**src/rtl/sus_pkg.sv**
```systemverilog
`default_nettype none

package sus_pkg;

    // Sizes of the index space and of the class set
    localparam int MAX_INDICES = 65536;
    localparam int MAX_CLASSES = 8;

    // Field widths
    localparam int OP_W    = 2;
    localparam int IDX_W   = 16;
    localparam int LAB_W   = 3;
    localparam int QUOTA_W = 16;
    localparam int CCNT_W  = 4;
    localparam int SIZE_W  = 17;
    localparam int CFG_AW  = 2;
    localparam int CFG_DW  = 17;

    // Index space actually held in the bit maps
    localparam int MEM_INDICES = (MAX_INDICES < 65536) ? MAX_INDICES : 65536;
    localparam int ROW_BITS    = (MEM_INDICES < 64) ? MEM_INDICES : 64;
    localparam int BIT_W       = (ROW_BITS > 1) ? $clog2(ROW_BITS) : 1;
    localparam int ROWS        = (MEM_INDICES + ROW_BITS - 1) / ROW_BITS;
    localparam int ROW_AW      = (ROWS > 1) ? $clog2(ROWS) : 1;
    localparam int CNT_AW      = (MAX_CLASSES > 1) ? $clog2(MAX_CLASSES) : 1;

    // Operation codes
    localparam logic [OP_W-1:0] OP_START  = 2'd0;
    localparam logic [OP_W-1:0] OP_FORBID = 2'd1;
    localparam logic [OP_W-1:0] OP_CAND   = 2'd2;
    localparam logic [OP_W-1:0] OP_NOP    = 2'd3;

    // Configuration register indexes
    localparam logic [CFG_AW-1:0] CFG_QUOTA   = 2'd0;
    localparam logic [CFG_AW-1:0] CFG_CLASSES = 2'd1;
    localparam logic [CFG_AW-1:0] CFG_ONE     = 2'd2;
    localparam logic [CFG_AW-1:0] CFG_SIZE    = 2'd3;

    // Commands from the controller to the datapath
    typedef struct packed {
        logic              capture;
        logic              clr_used;
        logic              clr_forb;
        logic              commit;
        logic [ROW_AW-1:0] clr_addr;
    } cmd_t;

    // Status from the datapath to the controller
    typedef struct packed {
        logic in_start;
    } status_t;

endpackage

`default_nettype wire

```
**src/rtl/sus_ctrl.sv**
```systemverilog
`default_nettype none

module sus_ctrl (
    input  wire logic            clk,
    input  wire logic            rst_n,
    input  wire logic            s_tvalid,
    output logic                 s_tready,
    output logic                 m_tvalid,
    input  wire logic            m_tready,
    input  wire sus_pkg::status_t status,
    output sus_pkg::cmd_t        cmd
);
    import sus_pkg::*;

    localparam logic [1:0] ST_INIT  = 2'd0;
    localparam logic [1:0] ST_IDLE  = 2'd1;
    localparam logic [1:0] ST_CLEAR = 2'd2;
    localparam logic [1:0] ST_EVAL  = 2'd3;

    localparam logic [ROW_AW-1:0] LAST_ROW = ROW_AW'(ROWS - 1);

    logic [1:0]        state_reg, state_next;
    logic [ROW_AW-1:0] row_reg, row_next;
    logic              m_tvalid_reg, m_tvalid_next;
    logic              accept;

    assign s_tready = (state_reg == ST_IDLE) && (!m_tvalid_reg || m_tready);
    assign accept   = s_tvalid && s_tready;
    assign m_tvalid = m_tvalid_reg;

    // Sequence the sweeps and the evaluation step
    always_comb
    begin
        state_next   = state_reg;
        row_next     = row_reg;
        cmd          = '0;
        cmd.clr_addr = row_reg;
        case (state_reg)
            ST_INIT:
            begin
                cmd.clr_used = 1'b1;
                cmd.clr_forb = 1'b1;
                row_next     = row_reg + 1'b1;
                if (row_reg == LAST_ROW)
                begin
                    state_next = ST_IDLE;
                end
            end
            ST_IDLE:
            begin
                if (accept)
                begin
                    cmd.capture = 1'b1;
                    row_next    = '0;
                    state_next  = status.in_start ? ST_CLEAR : ST_EVAL;
                end
            end
            ST_CLEAR:
            begin
                cmd.clr_used = 1'b1;
                row_next     = row_reg + 1'b1;
                if (row_reg == LAST_ROW)
                begin
                    state_next = ST_EVAL;
                end
            end
            ST_EVAL:
            begin
                cmd.commit = 1'b1;
                state_next = ST_IDLE;
            end
            default:
            begin
                state_next = ST_INIT;
            end
        endcase
    end

    // Hold a result until the receiver takes it
    always_comb
    begin
        m_tvalid_next = m_tvalid_reg;
        if (m_tvalid_reg && m_tready)
        begin
            m_tvalid_next = 1'b0;
        end
        if (cmd.commit)
        begin
            m_tvalid_next = 1'b1;
        end
    end

    always_ff @(posedge clk or negedge rst_n)
    begin
        if (!rst_n)
        begin
            state_reg    <= ST_INIT;
            row_reg      <= '0;
            m_tvalid_reg <= 1'b0;
        end
        else
        begin
            state_reg    <= state_next;
            row_reg      <= row_next;
            m_tvalid_reg <= m_tvalid_next;
        end
    end

    a_commit_free: assert property (@(posedge clk) disable iff (!rst_n)
        cmd.commit |-> !m_tvalid_reg)
        else $error("result loaded while previous result still held");

    a_start_clears: assert property (@(posedge clk) disable iff (!rst_n)
        (accept && status.in_start) |=> (state_reg == ST_CLEAR) && (row_reg == '0))
        else $error("start item did not begin the used map sweep");

    a_eval_delivers: assert property (@(posedge clk) disable iff (!rst_n)
        (state_reg == ST_EVAL) |=> (state_reg == ST_IDLE) && m_tvalid_reg)
        else $error("evaluation did not present a result");

endmodule

`default_nettype wire

```
**config.mk**
```make
export PLATFORM = sky130hd
export DESIGN_NAME = sus_ctrl
export DESIGN_NICKNAME = d
export VERILOG_FILES = /design/src/rtl/sus_pkg.sv /design/src/rtl/sus_ctrl.sv
export SDC_FILE = /design/constraint.sdc
export NUM_CORES = 1
export LEC_CHECK = 0
export ABC_AREA = 1
export BUFFER_PORTS_ARGS = -buffer_cell sky130_fd_sc_hd__buf_2
export CORE_MARGIN = 3
export CORE_UTILIZATION = 58
export CTS_BUF_LIST = sky130_fd_sc_hd__clkbuf_8
export DETAILED_ROUTE_END_ITERATION = 8
export HOLD_SLACK_MARGIN = 0.15
export PLACE_DENSITY = 0.86
export SYNTH_ARGS = -nofsm -noshare
export SYNTH_HDL_FRONTEND = slang
export SYNTH_SLANG_ARGS = --single-unit
export TNS_END_PERCENT = 100
```
**constraint.sdc**
```tcl
create_clock -name clk -period 2.6 [get_ports clk]
set_input_delay 0.13 -clock clk [delete_from_list [all_inputs] [get_ports clk]]
set_output_delay 0.13 -clock clk [all_outputs]
set_load 0.01 [all_outputs]
```
== After elaboration in Yosys (flattened, before gate mapping) ==
Index checks and enable logic that the tools add are counted.

* Bits in writable memories: 0
* Memories: 0
* Input port bits: 5
* Bits in latches: 0
* Word-level logic and storage cells: 36
* Register bits after elaboration: 13
* ROM bits: 0
* Output and inout bits: 16

* Order comparisons: 0
* Multiplexer cells: 14
* Equality and inequality tests: 7
* Shift operators: 0
* $add $sub $neg: 1
* Bitwise gates (word level): 0
* Reductions and logical operators: 11
* $mul: 0
* Divide/modulo/power cells: 0

{| class="wikitable"
|+ Operator list
! cell !! number
|-
| case mux 10 bit (2 select lines) || 1
|-
| adder 10 x 1 -> 10 bit, second input constant || 1
|-
| equality test 10 bit, second input constant || 1
|-
| 2-to-1 mux 10 bit || 1
|-
| 2-to-1 mux 1 bit || 8
|-
| case mux 2 bit (4 select lines) || 1
|-
| 2-to-1 mux 2 bit || 3
|-
| inequality test 2 bit, second input constant || 3
|-
| equality test 2 bit, second input constant || 2
|-
| nonzero test 2 bit || 2
|-
| logical AND 1 bit || 3
|-
| AND reduction 3 bit || 1
|-
| equality test 2 x 1 -> 1 bit, second input constant || 1
|-
| logical NOT 2 bit || 1
|-
| AND reduction 2 bit || 1
|-
| OR reduction 2 bit || 1
|-
| logical NOT 1 bit || 1
|-
| logical OR 1 bit || 1
|}

== Longest topological paths before layout ==
Gate-level depths: netlist of the first run.

* Depth in word-level cells: 6
* Mapped depth: 8
* Depth with buffers taken out: 8

== Worst setup path before layout of the first run ==
No wires, ideal clock.

* Path kind: flip-flop to flip-flop
* From: reg state_reg[0]
* To: reg row_reg[0]
* Clock period less this slack: 1.436 ns
* Setup time: 0.119 ns
* Buffers on the path: 1
* Path slack: 1.164 ns
* Required time: 2.481 ns
* Data arrival time: 1.317 ns
* Cell stages (with the launch flop): 9
* Path through: dfrtp_1 inv_1 ha_1 or2_4 nand2_2 nand2_4 buf_6 nand3_1 o21ai_2

* Longest elaborated chain between the ends: 5
* Elaborated cells on any way between the ends: 10
* Classes of those cells: eq/ne (3); mux (1); reduce/logical (6)

{| class="wikitable"
|+ RTL lines
! what !! line !! source
|-
| from (decl) || sus_ctrl.sv:22 || <nowiki>logic [1:0] state_reg, state_next;</nowiki>
|-
| from (signal assigned) || sus_ctrl.sv:103 || <nowiki>state_reg <= state_next;</nowiki>
|-
| equality test 2 x 1 -> 1 bit || sus_ctrl.sv:27, sus_ctrl.sv:38 ||
|-
| logical AND 1 bit || sus_ctrl.sv:27 || <nowiki>assign s_tready = (state_reg == ST_IDLE) && (!m_tvalid_reg || m_tready);</nowiki>
|-
| logical AND 1 bit || sus_ctrl.sv:28 || <nowiki>assign accept = s_tvalid && s_tready;</nowiki>
|-
| inequality test 2 bit (no source line) || - ||
|-
| AND reduction 2 bit (no source line) || - ||
|-
| to (signal assigned) || sus_ctrl.sv:104 || <nowiki>row_reg <= row_next;</nowiki>
|-
| to (decl) || sus_ctrl.sv:23 || <nowiki>logic [ROW_AW-1:0] row_reg, row_next;</nowiki>
|}

Parallel ways exist; a longest one is shown, timed or not.
A chain may end at the register's enable or synchronous reset.

== Worst setup path in the final report of the first run ==
* From: reg state_reg[0]
* To: reg row_reg[7]

The elaborated chain is that of the path after synthesis.

==> results of run 1 <==
-- cell families after synthesis --
family / after synthesis / share of synthesized area [%]
adders and majority gates: 5 / 7.23
AOI/OAI and AO/OA: 13 / 9.10
buffers and inverters: 20 / 10.8
DFF: 13 / 37.6
and+or+nand+nor: 62 / 35.3
-- worst max-delay path, stage by stage (launching register included) --
cell and delay (ns):
dfrtp_1 0.39, inv_1 0.10, ha_1 0.22, or2_4 0.32
nand2_2 0.09, nand2_4 0.12, a21oi_1 0.19, nor2_1 0.06
-- report_power, final --
part	switching [mW]	leakage [nW]	total, mW	internal, mW
Sequential	0.0000000000000000508	0.167	0.202	0.202
Combinational	0.00505	0.366	0.00829	0.00324
Clock	0.0722	0.0269	0.177	0.104
Total	0.0773	0.560	0.387	0.310
-- metrics by stage --
stage                     cell area (um^2)  power (mW)  cells
after floorplan                        866       0.207    113
final                                 1010       0.387    150
after global placement                 955       0.213    145
after detailed placement               955       0.214    145
after CTS                             1010       0.389    150
after global routing                  1010       0.396    150
-- final timing paths --
| check | end | slack [ns] | depth (start not counted) |
|---|---|---|---|
| worst min register to register | m_tvalid | 0.55 | 2 |
| worst max-delay path | row_reg[7] | 1.00 | 7 |
| worst max register to register | row_reg[7] | 1.00 | 7 |
| worst min-delay path | m_tvalid | 0.19 | 4 |
| min in group asynchronous | row_reg[5] | 0.30 | 2 |
| max in group asynchronous | state_reg[0] | 2.08 | 2 |
-- cell usage in the layout, fill, tap and decap left out, types with 3 or more instances in the layout --
cell and count:
nand3_1 8, o21ai_1 4, inv_1 18, nor2_1 7
nand4_1 8, o21ai_2 3, a21oi_1 4, clkbuf_8 3
nand2_2 4, nand2_1 28, dfrtp_1 13, buf_2 20
ha_1 5
-- per-layer routing --
metal | track usage, % | share of wire, % | vias to the layer above
met1 | 27.3 | 44 | 385
met3 | 5.28 | 5.6 | 4
met2 | 33.5 | 48 | 23
met4 | 9.04 | 1.5 | 0
li1 | - | - | 406
met5 | 0 | 0 | -
-- cell type report --
type / count / area share (%)
well taps: 15 / 1.86
repair buffers: 21 / 10.9
clock inverters: 1 / 0.372
multi-input cells: 80 / 44.2
clock buffers: 3 / 4.09
inverters: 17 / 6.32
flip-flops and latches: 13 / 32.2
-- what timing repair did --
item | in CTS | in global routing
setup buffers | 0 | 0
hold buffers | 1 | 0
resized for setup | 0 | 0
hold endpoints to repair | 13 | 0
==> flow_summary.ini, run 1 <==
[run_status]
status = completed

[run]
cap_viol_max_count = 0

[placed_design]
place_hpwl_mm = 1.38
place_ws_ns = 1.03
io_buffers = 20
gp_congestion = 0.828

[logic_synthesis]
synth.avg_cell_area_um2 = 7.66
synthArstFlopShare_pct = 100
yosysMostFrequentCell = nand2_1
synth-edff-count = 0
synth_cells = 113
ys_seq_area_share_pct = 37.6
yosys-top-cells-count = nand2_1, inv_1, dfrtp_1
synth_flop_cell = dfrtp_1
synth.distinct_cells = 22
synth_warnings = 0
synth_area_leaders = dfrtp_1, nand2_1, inv_1
yosysTopAreaCellShare_pct = 37.6
synth_fp_nets = 123
syn_area_um2 = 866
synth-seq-cells = 13
synth_largest_area_cell = dfrtp_1

[sta]
skew_ns = 0.00231
fmax_ghz = 0.626
fin_crit_ns = 1.60
hold_violations = 0
finalSetupTns_ns = 0
slew_headroom_pct = 80.7
holdWs_ns = 0.188
finalCritPeriodShare_pct = 61.4
grt_setup_unrepaired = no
setup_violations = 0
tightest_slew_ns = 0.289
setup_ws_ns = 1.00
slew_viol_final = 0

[routing]
routed_via_density = 5.45
postRouteAntennaNets = 0
vias = 818
drt_iter0_markers = 32
drcViolationCount = 0
wl_per_cell_um = 12.1
drtPass1Iterations = 4
wl_mm = 1.82

[critical_path]
start_kind = flop
required_ns = 2.73
end_kind = flop
crit_path_max_fanout = 16
crit_type = reg -> reg
crit_arrival_ns = 1.73
r2r-start = state_reg[0]
startpoint = state_reg[0]

[floorplan]
ioPinCount = 21
die_h_um = 44.6
rows = 13
start_util_pct = 64.1
fp.dieArea_mm2 = 0.00199
core_mm2 = 0.00135
dieWidth_um = 44.6

[final_layout]
antenna_cells = 0
drive_gt1_share_pct = 26.7
area_growth_pct = 16.6
fin_nets = 146
multiInputGateArea_um2 = 447
nFillCells = 107
utilization_pct = 74.8
largest_register_ffs = 10
seq_area_um2 = 325

[cts]
clkTransAtPathRegs_ns = 0.05
cts_tree = yes
cts_buffer_depth = 2
clk_latency_ns = 0.24
ctsHtreeMaxLevel = 1
cts.sinks = 13
cts_buffers = 3
clk_root_buffer_cell = clkbuf_8

[global_routing]
grt_pass1_wl_mm = 3.08
grt_overflow = 0
grt.total_usage_pct = 21.2
grt_max_degree = 17
grt_antenna_before_repair = 0
grt_pass1_vias = 744

[hold_path]
min_from = m_tready
min_path_type = in -> reg

[pwr]
p_per_area_mw_per_mm2 = 384
peakVddDrop_mv = 0.382
leakage_nw = 0.560
Note: power is estimated with default switching activity, not from simulation.
==> inputs of run 2 (changes only) <==
--- a/config.mk
+++ b/config.mk
@@ -8,11 +8,11 @@
 export ABC_AREA = 1
 export BUFFER_PORTS_ARGS = -buffer_cell sky130_fd_sc_hd__buf_2
 export CORE_MARGIN = 3
-export CORE_UTILIZATION = 58
+export CORE_UTILIZATION = 49
 export CTS_BUF_LIST = sky130_fd_sc_hd__clkbuf_8
 export DETAILED_ROUTE_END_ITERATION = 8
 export HOLD_SLACK_MARGIN = 0.15
-export PLACE_DENSITY = 0.86
+export PLACE_DENSITY = 0.77
 export SYNTH_ARGS = -nofsm -noshare
 export SYNTH_HDL_FRONTEND = slang
 export SYNTH_SLANG_ARGS = --single-unit
==> constraint.sdc (replaced) <==
create_clock -name clk -period 1.44 [get_ports clk]
set_input_delay 0.072 -clock clk [delete_from_list [all_inputs] [get_ports clk]]
set_output_delay 0.072 -clock clk [all_outputs]
set_load 0.01 [all_outputs]
==> run 2 against run 1 <==
Net effect: the flow now finishes with violations (setup timing); clock skew increased by 0.0017 ns; routed wire length up 10%; worst hold slack better by 0.040 ns; sequential cell count is the same; final cell count grew 9.3%; global-route usage is 2.4 points lower; critical path type is now reg -> out.
==> flow_summary.ini, run 2 (same netlist as run 1, synthesis figures left out) <==
[pwr]
p_per_area_mw_per_mm2 = 602
switching_share_pct = 20.3
power.switching_mw = 0.143
internal_power_mw = 0.562
p_clk_share_pct = 45.6
leakage_nw = 0.622
pwr-share-seq_pct = 51.9
p_comb_share_pct = 2.5
peakVddDrop_mv = 0.781

[final_layout]
fin_nets = 159
mostFrequentLayoutCell = nand2_1
area_growth_pct = 35.3
utilization_pct = 74.3
antenna_cells = 0
final_cell_mix = nand2_1, buf_2, inv_1, dfrtp_1, buf_4
final_area_mm2 = 0.00117
largest_register_ffs = 10
drive_gt1_share_pct = 38.5

[floorplan]
start_util_pct = 54.9
fp.dieArea_mm2 = 0.00231
dieWidth_um = 48.0
ioPinCount = 21
core_mm2 = 0.00158
die_h_um = 48.0
rows = 14

[cts]
clkTransAtPathRegs_ns = 0.06
clk_root_buffer_cell = clkbuf_8
cts_tree = yes
cts_buffer_depth = 2
cts_buffers = 3
cts.sinks = 13
clk_latency_ns = 0.24
ctsHtreeMaxLevel = 1

[hold_path]
min_path_type = in -> async

[run]
cap_viol_max_count = 0

[routing]
met3_length_um = 116
wl_met1_um = 920
wl_met2_um = 934
drt_iter0_markers = 17
highest_layer = met4
vias = 864
postRouteAntennaNets = 0
wl_mm = 2.01
routed_via_density = 5.27
drcViolationCount = 0
drtPass1Iterations = 4
wl_per_cell_um = 12.2

[critical_path]
critPathSlowestCell = dfrtp_1
required_ns = 1.37
end_kind = output pin
cp_top_family = flip-flops
max_stage_delay_ns = 0.40
crit_path_frequent_cell = buf_6
worstPathCellList = inv_2, ha_4, or2_4, buf_6, buf_6
path_buf_inv = 3
start_kind = flop
crit_arrival_ns = 1.38
crit_type = reg -> out
crit_path_max_fanout = 5

[sta]
fin_crit_ns = 1.45
setup_ws_ns = -0.0117
fmax_ghz = 0.689
slew_viol_final = 0
skew_ns = 0.00403
finalSetupTns_ns = -0.0117
grt_setup_unrepaired = yes
setup_violations = 1
finalCritPeriodShare_pct = 101
tightest_slew_ns = 0.280
slew_headroom_pct = 81.3
hold_violations = 0

[global_routing]
grt_pass1_vias = 712
grt_overflow = 0
grt_max_degree = 17
grt_pass1_wl_mm = 3.05
grt_antenna_before_repair = 0
grt.total_usage_pct = 18.8

[run_status]
status = finished, violations left
violations = setup timing

[placed_design]
post_dp_cell_area_mm2 = 0.00100
place_ws_ns = -0.0429
place_hpwl_mm = 1.40
gp_congestion = 0.837
io_buffers = 20
==> run 2: timing repair <==
item / in CTS / in global routing
hold buffers: 2 / 0
pin swaps: 2 / 1
buffers inserted: 4 / 1
gates resized for setup: 9 / 6
cloned: 0 / 1
endpoints found under the hold margin: 14 / 0
endpoints found under the setup margin: 9 / 13
==> run 2: power groups by stage <==
stage,logic (mW),clock network (mW),registers [mW]
3_3_place_gp,0.0133,0,0.372
3_5_place_dp,0.0136,0,0.372
2_1_floorplan,0.000851,0,0.372
4_1_cts,0.0176,0.328,0.366
6_report,0.0175,0.321,0.366
5_1_grt,0.0204,0.345,0.365
==> run 2: worst reg2reg max path: cells and delay by family (launching register included) <==
kind,cells,cell delay (ns)
AO/OA/AOI/OAI,1,0.11
adder cells (fa/ha/maj),1,0.16
buffers and inverters,3,0.36
flip-flops,1,0.40
AND/OR/NAND/NOR,2,0.30
==> run 2: layout make-up <==
class,count,area (um^2)
Clock buffer,3,41.3
Clock inverter,1,3.75
Fill cell,118,405
Inverter,17,63.8
Multi-Input combinational cell,81,504
Sequential cell,13,325
Tap cell,16,20.0
Timing Repair Buffer,33,213
==> run 2: worst paths after layout <==
kind / from / endpoint / slack (ns) / cells past startpoint
hold reg to reg: row_reg[1] / row_reg[1] / 0.55 / 2
setup / recovery: state_reg[1] / cmd[12] / -0.01 / 5
hold / removal: rst_n / m_tvalid / 0.23 / 2
max in group asynchronous: rst_n / row_reg[0] / 0.99 / 2
min in group clk: status / state_reg[0] / 0.23 / 4
setup reg to reg: state_reg[1] / row_reg[2] / 0 / 7
==> run 2: per-layer routing <==
metal	vias to the layer above	GRT usage, %
li1	435	-
met1	390	27.5
met2	35	27.4
met3	4	3.38
met4	0	6.45
met5	-	0
==> run 2: metrics by stage <==
step / std cells / power (mW) / hold slack [ns]
detailed placement: 152 / 0.386 / -0.0235
global placement: 152 / 0.385 / -0.0248
global route: 164 / 0.730 / 0.282
finish: 164 / 0.704 / 0.229
floorplan: 113 / 0.373 / -0.224
CTS: 162 / 0.711 / 0.231
==> inputs of run 3 (changes only) <==
==> config.mk (replaced) <==
export PLATFORM = sky130hd
export DESIGN_NAME = sus_ctrl
export DESIGN_NICKNAME = d
export VERILOG_FILES = /design/src/rtl/sus_pkg.sv /design/src/rtl/sus_ctrl.sv
export SDC_FILE = /design/constraint.sdc
export NUM_CORES = 1
export LEC_CHECK = 0
export BUFFER_PORTS_ARGS = -buffer_cell sky130_fd_sc_hd__buf_4
export CORE_MARGIN = 3
export CORE_UTILIZATION = 47
export CTS_BUF_LIST = sky130_fd_sc_hd__clkbuf_8
export DETAILED_ROUTE_END_ITERATION = 8
export HOLD_SLACK_MARGIN = 0.15
export PLACE_DENSITY = 0.76
export REMOVE_ABC_BUFFERS = 1
export SYNTH_ARGS = -nofsm -noshare
export SYNTH_HDL_FRONTEND = slang
export SYNTH_SLANG_ARGS = --single-unit
export TNS_END_PERCENT = 100
==> run 3 against run 2 <==
Net effect: area after synthesis decreased by 12%; the run now fails in clock tree synthesis; synthesized cell count decreased by 30%.
==> flow_summary.ini, run 3 <==
[run_status]
status = aborted with a tool error
stop_stage = clock tree synthesis
error = [ERROR DPL-0038] Utilization greater than 100%, impossible to legalize

[cts]
ctsResizeCount = 42
ctsHtreeMaxLevel = 1
cts_setup_buffers = 12
cts_buffers = 3
cts.sinks = 13
cts_buffer_depth = 2
hold_buffers = 1
clk_root_buffer_cell = clkbuf_8

[logic_synthesis]
synth-seq-cells = 13
synth_largest_area_cell = dfrtp_1
synth_warnings = 0
yosys-top-cells-count = dfrtp_1, a21oi_1, nand2_1
yosysMostFrequentCell = dfrtp_1
synth.avg_cell_area_um2 = 9.65
synth_cells = 79
synthArstFlopShare_pct = 100
synth_area_leaders = dfrtp_1, ha_1, a21oi_1
syn_area_um2 = 762
synth_flop_cell = dfrtp_1
synth.distinct_cells = 31
ys_seq_area_share_pct = 42.7
synth-edff-count = 0
yosysTopAreaCellShare_pct = 42.7

[placed_design]
gp_congestion = 0.793
io_buffers = 20
post_dp_cell_area_mm2 = 0.00111
place_hpwl_mm = 1.61

[floorplan]
dieWidth_um = 46.3
ioPinCount = 21
start_util_pct = 53.8
die_h_um = 46.3
rows = 13
==> run 3: cell count changes after synthesis, moves of 4 or more <==
cell,previous run,this run
nand2_1,28,7
inv_1,17,3
nand3_1,8,2
nand4_1,8,2
nor2_1,7,2
nand2_2,4,0
o21ai_1,4,0
o31ai_1,0,4
or4_1,0,4
==> run 3: cell families after synthesis <==
family | Yosys count | share of synthesized area (%)
simple gates | 33 | 25.0
flops | 13 | 42.7
fa+ha+maj | 5 | 8.21
compound gates | 20 | 17.7
mux | 2 | 2.79
buf+inv | 6 | 3.61
==> run 3: through the flow <==
stage	hold WS, ns	std cells	setup WS (ns)
after floorplan	-0.224	76	-0.284
after global placement	-0.0763	137	-0.363
after detailed placement	-0.0746	137	-0.458
==> inputs of run 4 (changes only) <==
--- a/config.mk
+++ b/config.mk
@@ -6,12 +6,10 @@
 export NUM_CORES = 1
 export LEC_CHECK = 0
 export BUFFER_PORTS_ARGS = -buffer_cell sky130_fd_sc_hd__buf_4
-export CORE_MARGIN = 3
-export CORE_UTILIZATION = 47
-export CTS_BUF_LIST = sky130_fd_sc_hd__clkbuf_8
+export CORE_AREA = 3 3 64 66
 export DETAILED_ROUTE_END_ITERATION = 8
-export HOLD_SLACK_MARGIN = 0.15
-export PLACE_DENSITY = 0.76
+export DIE_AREA = 0 0 67 69
+export PLACE_DENSITY_LB_ADDON = 0.15
 export REMOVE_ABC_BUFFERS = 1
 export SYNTH_ARGS = -nofsm -noshare
 export SYNTH_HDL_FRONTEND = slang
==> constraint.sdc (replaced) <==
create_clock -name clk -period 1.87 [get_ports clk]
set_input_delay 0.0935 -clock clk [delete_from_list [all_inputs] [get_ports clk]]
set_output_delay 0.0935 -clock clk [all_outputs]
set_load 0.01 [all_outputs]
==> run 4 against run 3 <==
Net effect: the run now ends clean; synthesized cell count stayed put; area after synthesis is the same.
==> flow_summary.ini, run 4 <==
[run_status]
status = completed

[logic_synthesis]
synth.distinct_cells = 31
synthArstFlopShare_pct = 100
synth_largest_area_cell = dfrtp_1
syn_area_um2 = 762
synth_warnings = 0
synth_area_leaders = dfrtp_1, ha_1, a21oi_1
synth-edff-count = 0
yosysTopAreaCellShare_pct = 42.7
synth-seq-cells = 13
synth_cells = 79
yosysMostFrequentCell = dfrtp_1
synth_flop_cell = dfrtp_1
synth.avg_cell_area_um2 = 9.65
ys_seq_area_share_pct = 42.7
yosys-top-cells-count = dfrtp_1, a21oi_1, nand2_1

[global_routing]
grt_pass1_vias = 760
grt_max_degree = 14
grt.total_usage_pct = 9.50
grt_overflow = 0
grt_antenna_before_repair = 0
grt_pass1_wl_mm = 3.39

[sta]
finalSetupTns_ns = 0
setup_violations = 0
hold_violations = 0
slew_headroom_pct = 77.3
grt_setup_unrepaired = yes
slew_viol_final = 0
fin_crit_ns = 1.82
tightest_slew_ns = 0.341
fmax_ghz = 0.550
finalCritPeriodShare_pct = 97.2
skew_ns = 0.000445

[floorplan]
start_util_pct = 21.0
rows = 22
core_mm2 = 0.00363
die_h_um = 69
fp.dieArea_mm2 = 0.00462
dieWidth_um = 67
ioPinCount = 21

[critical_path]
r2r_cells = 7
crit_arrival_ns = 1.98
worstPathCellList = inv_2, ha_2, nor2_1, a2bb2oi_2, buf_4, or4_1, a21oi_1
cp_top_family = simple AND/OR/NAND/NOR gates
r2r-end = row_reg[6]
required_ns = 2.04
crit_type = reg -> reg
max_stage_delay_ns = 0.50
path_buf_inv = 2
r2r-start = state_reg[1]
crit_path_max_fanout = 10
cp.depth = 7
crit_end = row_reg[6]
rrSetupSlack_ns = 0.05
start_kind = flop
startpoint = state_reg[1]
end_kind = flop
critPathSlowestCell = or4_1

[pwr]
peakVddDrop_mv = 0.638
p_per_area_mw_per_mm2 = 1460
leakage_nw = 0.525
p_clk_share_pct = 15.8
pwr-share-seq_pct = 25.7
internal_power_mw = 1.03
switching_share_pct = 38.3
p_comb_share_pct = 58.4
power.switching_mw = 0.640

[final_layout]
antenna_cells = 0
nFillCells = 403
fin_nets = 125
largest_register_ffs = 10
drive_gt1_share_pct = 41.2
final_cell_mix = buf_4, dfrtp_1, nand2_1
fin_cells = 162
area_growth_pct = 49.6
mostFrequentLayoutCell = buf_4

[placed_design]
place_hpwl_mm = 1.56
gp_congestion = 0.766
placedCellCount = 155
io_buffers = 20

[routing]
wl_per_cell_um = 12.9
postRouteAntennaNets = 0
wl_mm = 2.10
drtPass1Iterations = 4
vias = 723
drt_iter0_markers = 8
drcViolationCount = 0
routed_via_density = 4.46

[cts]
clk_latency_ns = 0.24
cts_tree = yes
cts_buffers = 3
clk_root_buffer_cell = clkbuf_8
cts.sinks = 13
cts_buffer_depth = 2
ctsHtreeMaxLevel = 1
clkTransAtPathRegs_ns = 0.06

[hold_path]
min_path_type = in -> async

[run]
cap_viol_max_count = 0
==> run 4: cell counts after synthesis <==
Identical to the previous run, type by type.
==> run 4: what timing repair did <==
item,CTS,global route
resized for setup,0,10
hold buffers,1,0
hold endpoints to repair,13,0
buffers inserted,0,2
endpoints found under the setup margin,0,6
==> run 4: layer usage <==
| layer | track usage, % | share of wire, % |
|---|---|---|
| met1 | 11.3 | 43 |
| met2 | 15.8 | 51 |
| met3 | 3.09 | 5.0 |
| met4 | 2.93 | 0.81 |
| met5 | 0 | 0 |
==> run 4: logic make-up after synthesis <==
logic type / Yosys count / share of synthesized area, %
flops: 13 / 42.7
compound gates: 20 / 17.7
simple gates: 33 / 25.0
mux: 2 / 2.79
fa+ha+maj: 5 / 8.21
buf+inv: 6 / 3.61
==> run 4: worst min-delay path by stage <==
stage	startpoint	endpoint	slack (ns)
global route	rst_n	m_tvalid	0.24
global placement	rst_n	row_reg[7]	-0.04
floorplan	rst_n	m_tvalid	-0.20
detailed placement	rst_n	row_reg[7]	-0.04
finish	rst_n	row_reg[7]	0.23
CTS	rst_n	m_tvalid	0.24
==> run 4: final cells by class <==
| cell class | instances | area [um^2] | share of cell area (%) |
|---|---|---|---|
| multi-input cells | 60 | 439 | 38.5 |
| flip-flops and latches | 13 | 327 | 28.6 |
| repair buffers | 34 | 258 | 22.6 |
| well taps | 48 | 60.1 | 5.27 |
| clock buffers | 4 | 45.0 | 3.95 |
| inverters | 3 | 11.3 | 0.988 |
==> run 4: power by group through the flow <==
stage / Sequential [mW] / Clock, mW / Combinational (mW)
after floorplan: 0.440 / 0 / 0.430
after CTS: 0.426 / 0.272 / 0.922
after detailed placement: 0.431 / 0 / 0.908
after global routing: 0.447 / 0.285 / 1.08
final: 0.430 / 0.264 / 0.975
after global placement: 0.429 / 0 / 0.903
==> run 4: worst reg2reg max path, stage by stage, from the launching register on <==
cell and delay (ns):
dfrtp_1 0.41, inv_2 0.10, ha_2 0.19, nor2_1 0.07, a2bb2oi_2 0.14, buf_4 0.16, or4_1 0.50, a21oi_1 0.17
==> run 4: through the flow <==
stage / worst slack [ns] / util, % / hold WS, ns / cell area, um^2 / power, mW
after detailed placement: 0.0317 / 28.6 / -0.0399 / 1040 / 1.34
after global routing: -0.0410 / 31.4 / 0.244 / 1140 / 1.81
final: 0.0529 / 31.4 / 0.233 / 1140 / 1.67
after global placement: 0.00725 / 28.6 / -0.0405 / 1040 / 1.33
after floorplan: 0.146 / - / -0.202 / 746 / 0.870
after CTS: 0.00466 / 30.1 / 0.240 / 1090 / 1.62
